[config.mk]
export PLATFORM = sky130hd
export DESIGN_NAME = triac_phase_angle_controller
export DESIGN_NICKNAME = d
export VERILOG_FILES = /design/src/hw/rtl/tpac_pkg.sv /design/src/hw/rtl/tpac_update.sv /design/src/hw/rtl/triac_phase_angle_controller.sv
export SDC_FILE = /design/constraint.sdc
export NUM_CORES = 1
export LEC_CHECK = 0
export BUFFER_PORTS_ARGS = -buffer_cell sky130_fd_sc_hd__clkbuf_2
export CAP_MARGIN = 20
export CORE_ASPECT_RATIO = 1.5
export CORE_UTILIZATION = 40
export CTS_CLUSTER_SIZE = 40
export DETAILED_ROUTE_END_ITERATION = 16
export SLEW_MARGIN = 10
export SYNTH_ARGS = -nofsm -noshare
export SYNTH_HDL_FRONTEND = slang
export SYNTH_SLANG_ARGS = --single-unit
[constraint.sdc]
create_clock -name clk -period 9.6 [get_ports clk]
set_clock_uncertainty 0.15 [all_clocks]
set_input_delay 0.96 -clock clk [delete_from_list [all_inputs] [get_ports clk]]
set_output_delay 0.96 -clock clk [all_outputs]
set_load 0.01 [all_outputs]
[src/hw/rtl/tpac_pkg.sv]
`timescale 1ns / 1ps
// ----------------------------------------------------------------------------
// Triac phase-angle controller package
// Shared types, constants, the linearization table and the delay scale table.
// ----------------------------------------------------------------------------
package tpac_pkg;

	// Table and timer sizes.
	localparam int TABLE_ENTRIES = 99;
	localparam int TIMER_WIDTH   = 8;
	localparam int LEVEL_W       = 7;
	localparam int REG_W         = 8;
	// Signed width that holds any window, bound or stored delay.
	localparam int WIN_W         = REG_W + 2;

	localparam logic [LEVEL_W-1:0] FULL_LEVEL = LEVEL_W'(100);

	// Division by 100 is a multiply by ceil(2^22 / 100) and a shift by 22.
	// The product window * (100 - level) stays below 25600, where this is exact.
	localparam int RECIP_SHIFT = 22;
	localparam int RECIP       = 41944;
	localparam int SCALE_W     = 23;
	localparam int PROD_W      = REG_W + SCALE_W;

	// Event codes.
	localparam logic [1:0] OP_SET_POWER = 2'd0;
	localparam logic [1:0] OP_ZERO_CROSS = 2'd1;
	localparam logic [1:0] OP_TICK      = 2'd2;

	// Configuration register indexes.
	localparam logic [1:0] REG_HALF_CYCLE = 2'd0;
	localparam logic [1:0] REG_MARGIN     = 2'd1;
	localparam logic [1:0] REG_PULSE      = 2'd2;

	// Reset values of the configuration registers.
	localparam logic [REG_W-1:0] HALF_CYCLE_RST = REG_W'(78);
	localparam logic [REG_W-1:0] MARGIN_RST     = REG_W'(4);
	localparam logic [REG_W-1:0] PULSE_RST      = REG_W'(2);

	// Percent to level linearization table; entry i serves percent i + 1.
	localparam logic [LEVEL_W-1:0] LIN_ROM [TABLE_ENTRIES] = '{
		7'd6,  7'd9,  7'd11, 7'd13, 7'd14, 7'd16, 7'd17, 7'd18, 7'd19, 7'd21,
		7'd22, 7'd23, 7'd23, 7'd24, 7'd26, 7'd26, 7'd27, 7'd28, 7'd29, 7'd29,
		7'd31, 7'd31, 7'd32, 7'd33, 7'd33, 7'd34, 7'd35, 7'd36, 7'd36, 7'd37,
		7'd38, 7'd38, 7'd39, 7'd39, 7'd41, 7'd41, 7'd42, 7'd42, 7'd43, 7'd43,
		7'd44, 7'd45, 7'd46, 7'd46, 7'd47, 7'd47, 7'd48, 7'd49, 7'd49, 7'd50,
		7'd51, 7'd51, 7'd52, 7'd53, 7'd53, 7'd54, 7'd54, 7'd55, 7'd56, 7'd57,
		7'd57, 7'd58, 7'd58, 7'd59, 7'd59, 7'd61, 7'd61, 7'd62, 7'd62, 7'd63,
		7'd64, 7'd64, 7'd65, 7'd66, 7'd67, 7'd67, 7'd68, 7'd69, 7'd69, 7'd71,
		7'd71, 7'd72, 7'd73, 7'd74, 7'd74, 7'd76, 7'd77, 7'd77, 7'd78, 7'd79,
		7'd81, 7'd82, 7'd83, 7'd84, 7'd86, 7'd87, 7'd89, 7'd91, 7'd94
	};

	// Input transaction.
	typedef struct packed {
		logic [1:0]       op;
		logic [REG_W-1:0] power_percent;
	} in_t;

	// Result transaction.
	typedef struct packed {
		logic               triac_on;
		logic [LEVEL_W-1:0] applied_level;
		logic [REG_W-1:0]   firing_delay;
		logic               timer_running;
	} out_t;

	// Configuration register set.
	typedef struct packed {
		logic [REG_W-1:0] half_cycle_ticks;
		logic [REG_W-1:0] zc_margin;
		logic [REG_W-1:0] pulse_ticks;
	} cfg_t;

	// Controller state. Delay and compare value are signed so that a negative
	// window copied into them keeps its meaning.
	typedef struct packed {
		logic [LEVEL_W-1:0]     level;
		logic signed [WIN_W-1:0] delay_ticks;
		logic signed [WIN_W-1:0] match_at;
		logic [TIMER_WIDTH-1:0] tick_count;
		logic                   running;
		logic                   pulsing;
		logic                   gate;
	} state_t;

	// Linearized level for a requested percent.
	function automatic logic [LEVEL_W-1:0] level_of(input logic [REG_W-1:0] pct);
		logic [LEVEL_W-1:0] idx;
		idx = pct[LEVEL_W-1:0] - LEVEL_W'(1);
		if (pct == '0) begin
			level_of = '0;
		end else if (pct > REG_W'(TABLE_ENTRIES)) begin
			level_of = FULL_LEVEL;
		end else begin
			level_of = LIN_ROM[idx];
		end
	endfunction

	// (100 - level) times the reciprocal of 100, as a constant table.
	function automatic logic [SCALE_W-1:0] scale_of(input logic [LEVEL_W-1:0] lvl);
		logic [SCALE_W-1:0] rest;
		rest = SCALE_W'(FULL_LEVEL - lvl);
		if (lvl > FULL_LEVEL) begin
			scale_of = '0;
		end else begin
			scale_of = SCALE_W'(rest * SCALE_W'(RECIP));
		end
	endfunction

endpackage

[src/hw/rtl/tpac_update.sv]
`timescale 1ns / 1ps
// ----------------------------------------------------------------------------
// Triac phase-angle controller next-state logic
// Applies one event (set power, zero crossing or tick) to the controller state.
// ----------------------------------------------------------------------------
module tpac_update (
	input  tpac_pkg::cfg_t   cfg,
	input  tpac_pkg::state_t cur,
	input  tpac_pkg::in_t    item,
	output tpac_pkg::state_t nxt
);

	logic signed [tpac_pkg::WIN_W-1:0] window;
	logic signed [tpac_pkg::WIN_W-1:0] bound;
	logic [tpac_pkg::REG_W-1:0]        window_clamped;
	logic [tpac_pkg::LEVEL_W-1:0]      new_level;
	logic [tpac_pkg::PROD_W-1:0]       product;
	logic [tpac_pkg::REG_W-1:0]        new_delay;
	logic [tpac_pkg::TIMER_WIDTH-1:0]  tick_next;

	// Usable window and late-delay bound, both possibly negative.
	always_comb begin
		window = $signed({2'b00, cfg.half_cycle_ticks})
			- $signed({2'b00, cfg.zc_margin})
			- $signed({2'b00, cfg.pulse_ticks});
		bound = $signed({2'b00, cfg.half_cycle_ticks})
			- $signed({2'b00, cfg.pulse_ticks})
			- $signed({3'b000, cfg.zc_margin[tpac_pkg::REG_W-1:1]});
		window_clamped = window[tpac_pkg::WIN_W-1] ? '0 : window[tpac_pkg::REG_W-1:0];
	end

	// Firing delay for a power request: window * (100 - level) / 100.
	always_comb begin
		new_level = tpac_pkg::level_of(item.power_percent);
		product   = tpac_pkg::PROD_W'(window_clamped)
			* tpac_pkg::PROD_W'(tpac_pkg::scale_of(new_level));
		new_delay = product[tpac_pkg::RECIP_SHIFT +: tpac_pkg::REG_W];
	end

	assign tick_next = cur.tick_count + tpac_pkg::TIMER_WIDTH'(1);

	// Event decode.
	always_comb begin
		nxt = cur;
		case (item.op)
			tpac_pkg::OP_SET_POWER: begin
				nxt.level       = new_level;
				nxt.delay_ticks = $signed({2'b00, new_delay});
			end
			tpac_pkg::OP_ZERO_CROSS: begin
				if (cur.level == '0) begin
					nxt.gate = 1'b0;
				end else if (cur.level == tpac_pkg::FULL_LEVEL || cur.delay_ticks == '0) begin
					nxt.gate       = 1'b1;
					nxt.match_at   = cur.delay_ticks;
					nxt.tick_count = '0;
					nxt.running    = 1'b1;
					nxt.pulsing    = 1'b0;
				end else if (cur.delay_ticks > window) begin
					if (cur.delay_ticks > bound) begin
						nxt.gate = 1'b0;
					end else begin
						nxt.delay_ticks = window;
						nxt.match_at    = window;
						nxt.tick_count  = '0;
						nxt.running     = 1'b1;
						nxt.pulsing     = 1'b0;
					end
				end else begin
					nxt.match_at   = cur.delay_ticks;
					nxt.tick_count = '0;
					nxt.running    = 1'b1;
					nxt.pulsing    = 1'b0;
				end
			end
			tpac_pkg::OP_TICK: begin
				if (cur.running) begin
					nxt.tick_count = tick_next;
					if (tick_next == '0) begin
						nxt.gate    = 1'b0;
						nxt.running = 1'b0;
						nxt.pulsing = 1'b0;
					end else if (!cur.pulsing
						&& $signed({2'b00, tick_next}) == cur.match_at) begin
						// Gate pulse: preload the timer so that its wrap ends the pulse.
						nxt.gate       = 1'b1;
						nxt.pulsing    = 1'b1;
						nxt.tick_count = tpac_pkg::TIMER_WIDTH'(0) - cfg.pulse_ticks;
					end
				end
			end
			default: begin
				nxt = cur;
			end
		endcase
	end

endmodule

[src/hw/rtl/triac_phase_angle_controller.sv]
`timescale 1ns / 1ps
// ----------------------------------------------------------------------------
// Triac phase-angle controller
// Linearizes a power request, times the gate pulse from each mains zero
// crossing on a tick timer, and reports the gate level after every event.
// ----------------------------------------------------------------------------
// Every accepted event (set power, zero crossing or timer tick) produces exactly
// one result transaction, in the cycle after it, from a result register. One
// event is accepted per clock cycle unless the input is stalled; the controller
// state is updated in that same cycle by a single pass of next-state logic, so
// the next event sees it at once. The input is stalled only while a result is
// held and the output side stalls. The three 8-bit configuration registers
// (half cycle, margin and pulse ticks) are always ready and should be written
// only while no event is in flight.
module triac_phase_angle_controller (
	input  logic            clk,
	input  logic            arst_n,
	input  logic            in_valid,
	output logic            in_stall,
	input  tpac_pkg::in_t   in_data,
	output logic            out_valid,
	input  logic            out_stall,
	output tpac_pkg::out_t  out_data,
	input  logic            cfg_valid,
	output logic            cfg_ready,
	input  logic [1:0]      cfg_index,
	input  logic [tpac_pkg::REG_W-1:0] cfg_data
);

	tpac_pkg::cfg_t   cfg_q;
	tpac_pkg::state_t state_q;
	tpac_pkg::state_t state_next;
	tpac_pkg::out_t   out_q;
	logic             out_valid_q;
	logic             in_accept;

	assign cfg_ready = 1'b1;
	assign in_stall  = out_valid_q && out_stall;
	assign in_accept = in_valid && !in_stall;

	// Configuration registers.
	always_ff @(posedge clk or negedge arst_n) begin
		if (!arst_n) begin
			cfg_q.half_cycle_ticks <= tpac_pkg::HALF_CYCLE_RST;
			cfg_q.zc_margin        <= tpac_pkg::MARGIN_RST;
			cfg_q.pulse_ticks      <= tpac_pkg::PULSE_RST;
		end else if (cfg_valid && cfg_ready) begin
			case (cfg_index)
				tpac_pkg::REG_HALF_CYCLE: cfg_q.half_cycle_ticks <= cfg_data;
				tpac_pkg::REG_MARGIN:     cfg_q.zc_margin        <= cfg_data;
				tpac_pkg::REG_PULSE:      cfg_q.pulse_ticks      <= cfg_data;
				default: begin
				end
			endcase
		end
	end

	tpac_update u_update (
		.cfg  (cfg_q),
		.cur  (state_q),
		.item (in_data),
		.nxt  (state_next)
	);

	// Controller state advances on each accepted transaction.
	always_ff @(posedge clk or negedge arst_n) begin
		if (!arst_n) begin
			state_q <= '0;
		end else if (in_accept) begin
			state_q <= state_next;
		end
	end

	// Result register valid flag.
	always_ff @(posedge clk or negedge arst_n) begin
		if (!arst_n) begin
			out_valid_q <= 1'b0;
		end else if (in_accept) begin
			out_valid_q <= 1'b1;
		end else if (!out_stall) begin
			out_valid_q <= 1'b0;
		end
	end

	// Result payload.
	always_ff @(posedge clk) begin
		if (in_accept) begin
			out_q.triac_on      <= state_next.gate;
			out_q.applied_level <= state_next.level;
			out_q.firing_delay  <= state_next.delay_ticks[tpac_pkg::REG_W-1:0];
			out_q.timer_running <= state_next.running;
		end
	end

	assign out_valid = out_valid_q;
	assign out_data  = out_q;

	// The gate is only ever driven while the timer runs.
	a_gate_needs_timer: assert property (@(posedge clk) disable iff (!arst_n)
		state_q.gate |-> state_q.running)
		else $error("gate on with timer stopped");

	// A pulse in progress implies a running timer.
	a_pulse_needs_timer: assert property (@(posedge clk) disable iff (!arst_n)
		state_q.pulsing |-> state_q.running)
		else $error("pulsing with timer stopped");

	// The applied level never exceeds full power.
	a_level_range: assert property (@(posedge clk) disable iff (!arst_n)
		state_q.level <= tpac_pkg::FULL_LEVEL)
		else $error("level above full power");

	// Every accepted transaction leaves a result in the next cycle.
	a_result_follows: assert property (@(posedge clk) disable iff (!arst_n)
		in_accept |=> out_valid_q)
		else $error("accepted transaction lost its result");

endmodule

; Word-level counts from Yosys, hierarchy flattened
; Memory sizes are Yosys's and may differ from the RTL's.
; Index checks and enable logic that the tools add are counted.
[totals]
inputBits = 25
output_inout_bits = 20
latch_bits = 0
regBits = 80
n_memories = 1
wordCells = 98
romBits = 896
ram_bits = 0
[mem_list]
columns = memory, words, word_bits, read_ports, rd_clocked_by_memory_dff, wr, line_no
row1 = (name not given), 128, 7, 1, 0, 0, tpac_pkg.sv:96  ; level_of = LIN_ROM[idx];
[classes]
order_cmp = 5
shift = 0
addsub = 8
eq_ne = 15
n_bitwise = 2
div_mod_pow = 0
mux = 28
n_reduce_logical = 21
mul = 2
[op_table]
columns = operator, count
row1 = two-way mux 30 bit, 4
row2 = two-way mux 7 bit, 5
row3 = multiplier 8 x 23 -> 30 bit, 1
row4 = two-way mux 8 bit, 3
row5 = "multiplier 23 x 13 -> 20 bit, second input constant", 1
row6 = two-way mux 23 bit, 1
row7 = one-hot mux 11 bit (2 select lines), 1
row8 = two-way mux 21 bit, 1
row9 = greater-than comparator 10 bit, 2
row10 = two-way mux 10 bit, 2
row11 = two-way mux 20 bit, 1
row12 = one-hot mux 10 bit (2 select lines), 1
row13 = subtractor 8 x 8 -> 9 bit, 2
row14 = zero test 8 bit, 2
row15 = AND reduction 6 bit, 2
row16 = two-way mux 11 bit, 1
row17 = equality test 9 x 10 -> 1 bit, 1
row18 = zero test 10 bit, 1
row19 = subtractor 10 x 8 -> 10 bit, 1
row20 = subtractor 10 x 9 -> 10 bit, 1
row21 = "adder 8 x 1 -> 8 bit, second input constant", 1
row22 = "greater-or-equal comparator 8 bit, second input constant", 1
row23 = "greater-than comparator 8 x 7 -> 1 bit, second input constant", 1
row24 = "inequality test 2 bit, second input constant", 4
row25 = other kinds (24), 40

; Longest topological paths before layout
[depth]
word_depth = 12
depth_mapped = 57
ltp_nobuf = 52

; Hierarchy
; Synthesis repeated with hierarchy kept, for this count alone.
[unflattened]
hier_cells = 1585
area_unflattened_um2 = 13893.3
[modules_own_cells]
columns = module, area_per_inst_um2, seq_area_each_um2, cells_each, instances
row1 = tpac_update, 10991.8, 0.0, 1431, 1
row2 = triac_phase_angle_controller, 2901.5, 2094.5, 154, 1

; Worst setup path before layout
; Ideal clock, no wire load.
[synth_timing]
kind = in2reg
from = input in_data[1] in the netlist's numbering
to = register out_q, in the netlist out_data[8] (data pin)
cell_stages = 53
arrival_ns = 13.110
slack_ns = -3.919
n_path_buf = 4
path_cell_list = buf_6 -> clkbuf_1 -> inv_1 -> ha_1 -> inv_1 -> ha_1 -> clkbuf_1 -> or2_2 -> a221oi_1 -> o21ai_0 -> a211oi_1 -> o21ai_1 -> or2_1 -> buf_6 -> ha_1 -> a31oi_1 -> o21ai_1 -> xor2_1 -> [17 not listed] -> fa_1 -> inv_1 -> fa_1 -> fa_1 -> inv_1 -> fa_1 -> inv_1 -> ha_1 -> a21oi_1 -> o21ai_0 -> a211oi_1 -> o21bai_1 -> a21oi_1 -> a21oi_1 -> a311o_1 -> a31oi_1 -> mux2i_1 -> nand2b_1
[synth_rtl]
columns = element, line_no
row1 = from (decl), triac_phase_angle_controller.sv:20  ; input tpac_pkg::in_t in_data,
row2 = to (decl), triac_phase_angle_controller.sv:33  ; tpac_pkg::out_t out_q;

==> results by group <==
Run status
  – Outcome: complete, but fails checks
  – Failing checks: setup timing

Placed design
  – IO buf count: 43
  – Dpl hpwl: 33380 um
  – Placer congestion estimate: between 0.9 and 1
  – Placed instance area: 16820 sq um

Route
  – Met3 wire length: 1155 um
  – Highest metal used: met5
  – Routed wire length: 40540 um
  – Initial drt markers: 696
  – Routed vias: 12528
  – Drt pass-1 iters: 5
  – Residual DRC count: 0
  – Routed length on met2: between 20000 and 25000 um
  – Wire length per cell: 16.89 um
  – ANT nets after route: 0
  – Met1 wire length: 14950 um
  – Vias per cell: about 5.2

Cells and area
  – ANT cells: 0
  – Leading cell type in the layout, fill and taps excluded: buf_4
  – Net count, final: roughly 2300
  – Area growth, synth to finish: 28.05%
  – Post-route cell area: 17970 sq um
  – Commonest cells after routing, fill and taps aside: 267 x buf_4, 231 x inv_1, 150 x nor2_1, 148 x ha_1, 139 x fa_1
  – Layout cell share with drive strength beyond 1: 29.13%
  – Final core occ: 52.29%

GRT
  – GRT Util Overall: 23.44%
  – Largest net degree at the start of global routing: 64
  – Overflow after GRT: 0
  – First-pass GRT wire length: ~66000 um
  – Number of global-route vias before repair: about 13000
  – Initial antenna violation count: 1

Clock network
  – Worst skew pair latency: 350 ps
  – Clock tree buffer depth: 2
  – CTS sink count: 80
  – Post-CTS Hold Buffers: 0
  – Clock buffer count from CTS: 9
  – CTS tree: done
  – H-tree Lvls: 3
  – Clock Root Buffer: clkbuf_16
  – Clock transition at the registers of the reported paths: roughly 70 ps

STA
  – Period minus WS final: 11830 ps
  – Fmax: 0.08452 GHz
  – Setup ws final: -2232 ps
  – Endpoints failing setup: 16
  – Final Hold Fails: 0
  – Worst slew margin relative to its limit: between 30% and 40%
  – Final period utilization: 123.3%
  – Fin. max-slew vios: 0
  – Unrepaired setup endpoints after global routing: true
  – Final hold slack: 358.5 ps
  – Slew @ Worst Pin: roughly 950 ps

Floorplan
  – Die height: 231.4 um
  – I/O Pins: 45
  – Die W: between 150 and 200 um
  – Core Region: ~34000 sq um
  – DIE AREA: 35860 sq um
  – Site Rows: 83
  – Initial Util: 40.83%

Job
  – Max cap viols: 0

Synthesis
  – Cell count after synthesis: 1642
  – Netlist cell types: 86
  – Adder-cell share of the synthesized area: 35.89%
  – Post-synth EDFFs: 17
  – Mux contribution to synthesized area: 3.976%
  – Synth top area share: 20.40%
  – FF+latch count, synth: 80
  – Avg Cell Area, Syn: between 8 and 9 sq um
  – Largest cells by area after synthesis: fa_1 20%, ha_1 15%, dfrtp_1 10%
  – Mapped cell area: around 14000 sq um
  – Top FF cell, synth: dfrtp_1
  – Fraction of registers with async set/reset: 78.75%
  – Main combinational cell family by area after synthesis: adder cells
  – Synth Area in Simple Gates: between 10% and 20%
  – Synth Area in Compound Gates: a little over an eighth
  – Seq/Total Area, Yosys: 14.92%
  – Synth Warn #: 0
  – Yosys top cell by area: fa_1
  – Xor-xnor portion of the synthesized cell area: 5.545%

Setup path
  – Crit-path slowest cell: fa_1
  – CP peak stage delay: slightly below 600 ps
  – Crit Path Max Fanout: 7
  – Critical Path Sink Type: flip-flop
  – Worst EP arrival: 11780 ps
  – Setup CP Type: primary input to flip-flop
  – Type of origin of the critical path: primary input
  – Req. time, crit path: 9550 ps

Min path
  – HP Class: flip-flop to flip-flop
[through the flow]
| stage | setup slack [ps] | TNS [ps] | instances |
|---|---|---|---|
| detailed placement | -2785 | -41270 | 2346 |
| floorplan | -2170 | -29980 | 1655 |
| global placement | -2596 | -38820 | 2346 |
| global route | -2694 | -38960 | 2400 |
| finish | -2232 | -31710 | 2400 |
| CTS | -2074 | -29890 | 2383 |
[cell families (layout without fill, tap and decap cells)]
logic type	Yosys count	in the layout
other cells	2	15
fa+ha+maj	317	317
mux	50	50
simple gates	511	511
compound gates	286	286
buf+inv	314	592
flops	80	80
xor+xnor	82	82
[synth_stat cells (4+ instances only)]
cell       count
a21boi_0       6
or3_1         13
dfstp_2        6
nor3_1        44
nor2_1       153
xor2_1        21
o31ai_1        8
nand4_1       15
a31oi_1       10
xnor2_1       56
o22ai_1        7
o211ai_1       7
or4_1          5
mux2_2        36
or2_2         21
buf_6          4
buf_2          6
clkbuf_1      44
o21ai_1        6
o21a_1         9
o221ai_1       4
nand2b_1      20
o21ai_0       80
o21bai_1       4
ha_1         173
nor4_1         9
nor2b_1       22
mux2i_1       13
dfrtp_1       57
and4_1         5
a21oi_1       67
a21o_1        22
inv_1        253
edfxtp_1      17
a211oi_1      15
nand3_1       43
and2_1        10
fa_1         143
o2111ai_1      4
nand2_1      125
and3_1         6
[worst paths after layout]
check                           startpoint          end  slack (ps)  cells after the start
worst max-delay path            in_data[0]  out_data[7]       -2230                     53
worst min-delay path             cfg_q[12]    cfg_q[12]         360                      1
worst max register to register   cfg_q[16]  out_data[7]         740                     35
worst min register to register   cfg_q[12]    cfg_q[12]         360                      1
max in group asynchronous           arst_n    cfg_q[11]        8100                      2
min in group asynchronous           arst_n   state_q[0]         630                      2
[flip-flops by register name (all words and copies together) (netlist names)]
name       flops
cfg_q         24
out_data      17
out_valid      1
state_q       38
[critical path: cells and delay by family]
family	cells	cell delay [ps]
fa+ha+maj	14	5010
compound gates	15	2910
simple gates	8	1290
buf+inv	13	1140
xor+xnor	3	440
[area by class of cell]
class	instances	area [sq um]
clock buffer	9	225.2
clock inverter	7	85.08
fill	3185	16400
inverter	255	984.7
multi-input combinational	1261	11610
sequential	80	2095
tap	467	584.3
timing repair buffer	321	2390
[metal layers]
metal / up-vias / track usage [%]
li1: 6060 / -
met1: 6058 / 24.89
met2: 278 / 44.37
met3: 130 / 1.851
met4: 2 / 14.54
met5: - / 0
[repair_timing]
action / CTS / global route
pin swaps: 75 / 47
gates resized for setup: 79 / 39
setup endpoints to repair: 16 / 16
buffers inserted: 23 / 18
Power is not shown: default switching activity piles up to over one toggle a cycle in this logic, so the estimate is an artifact.
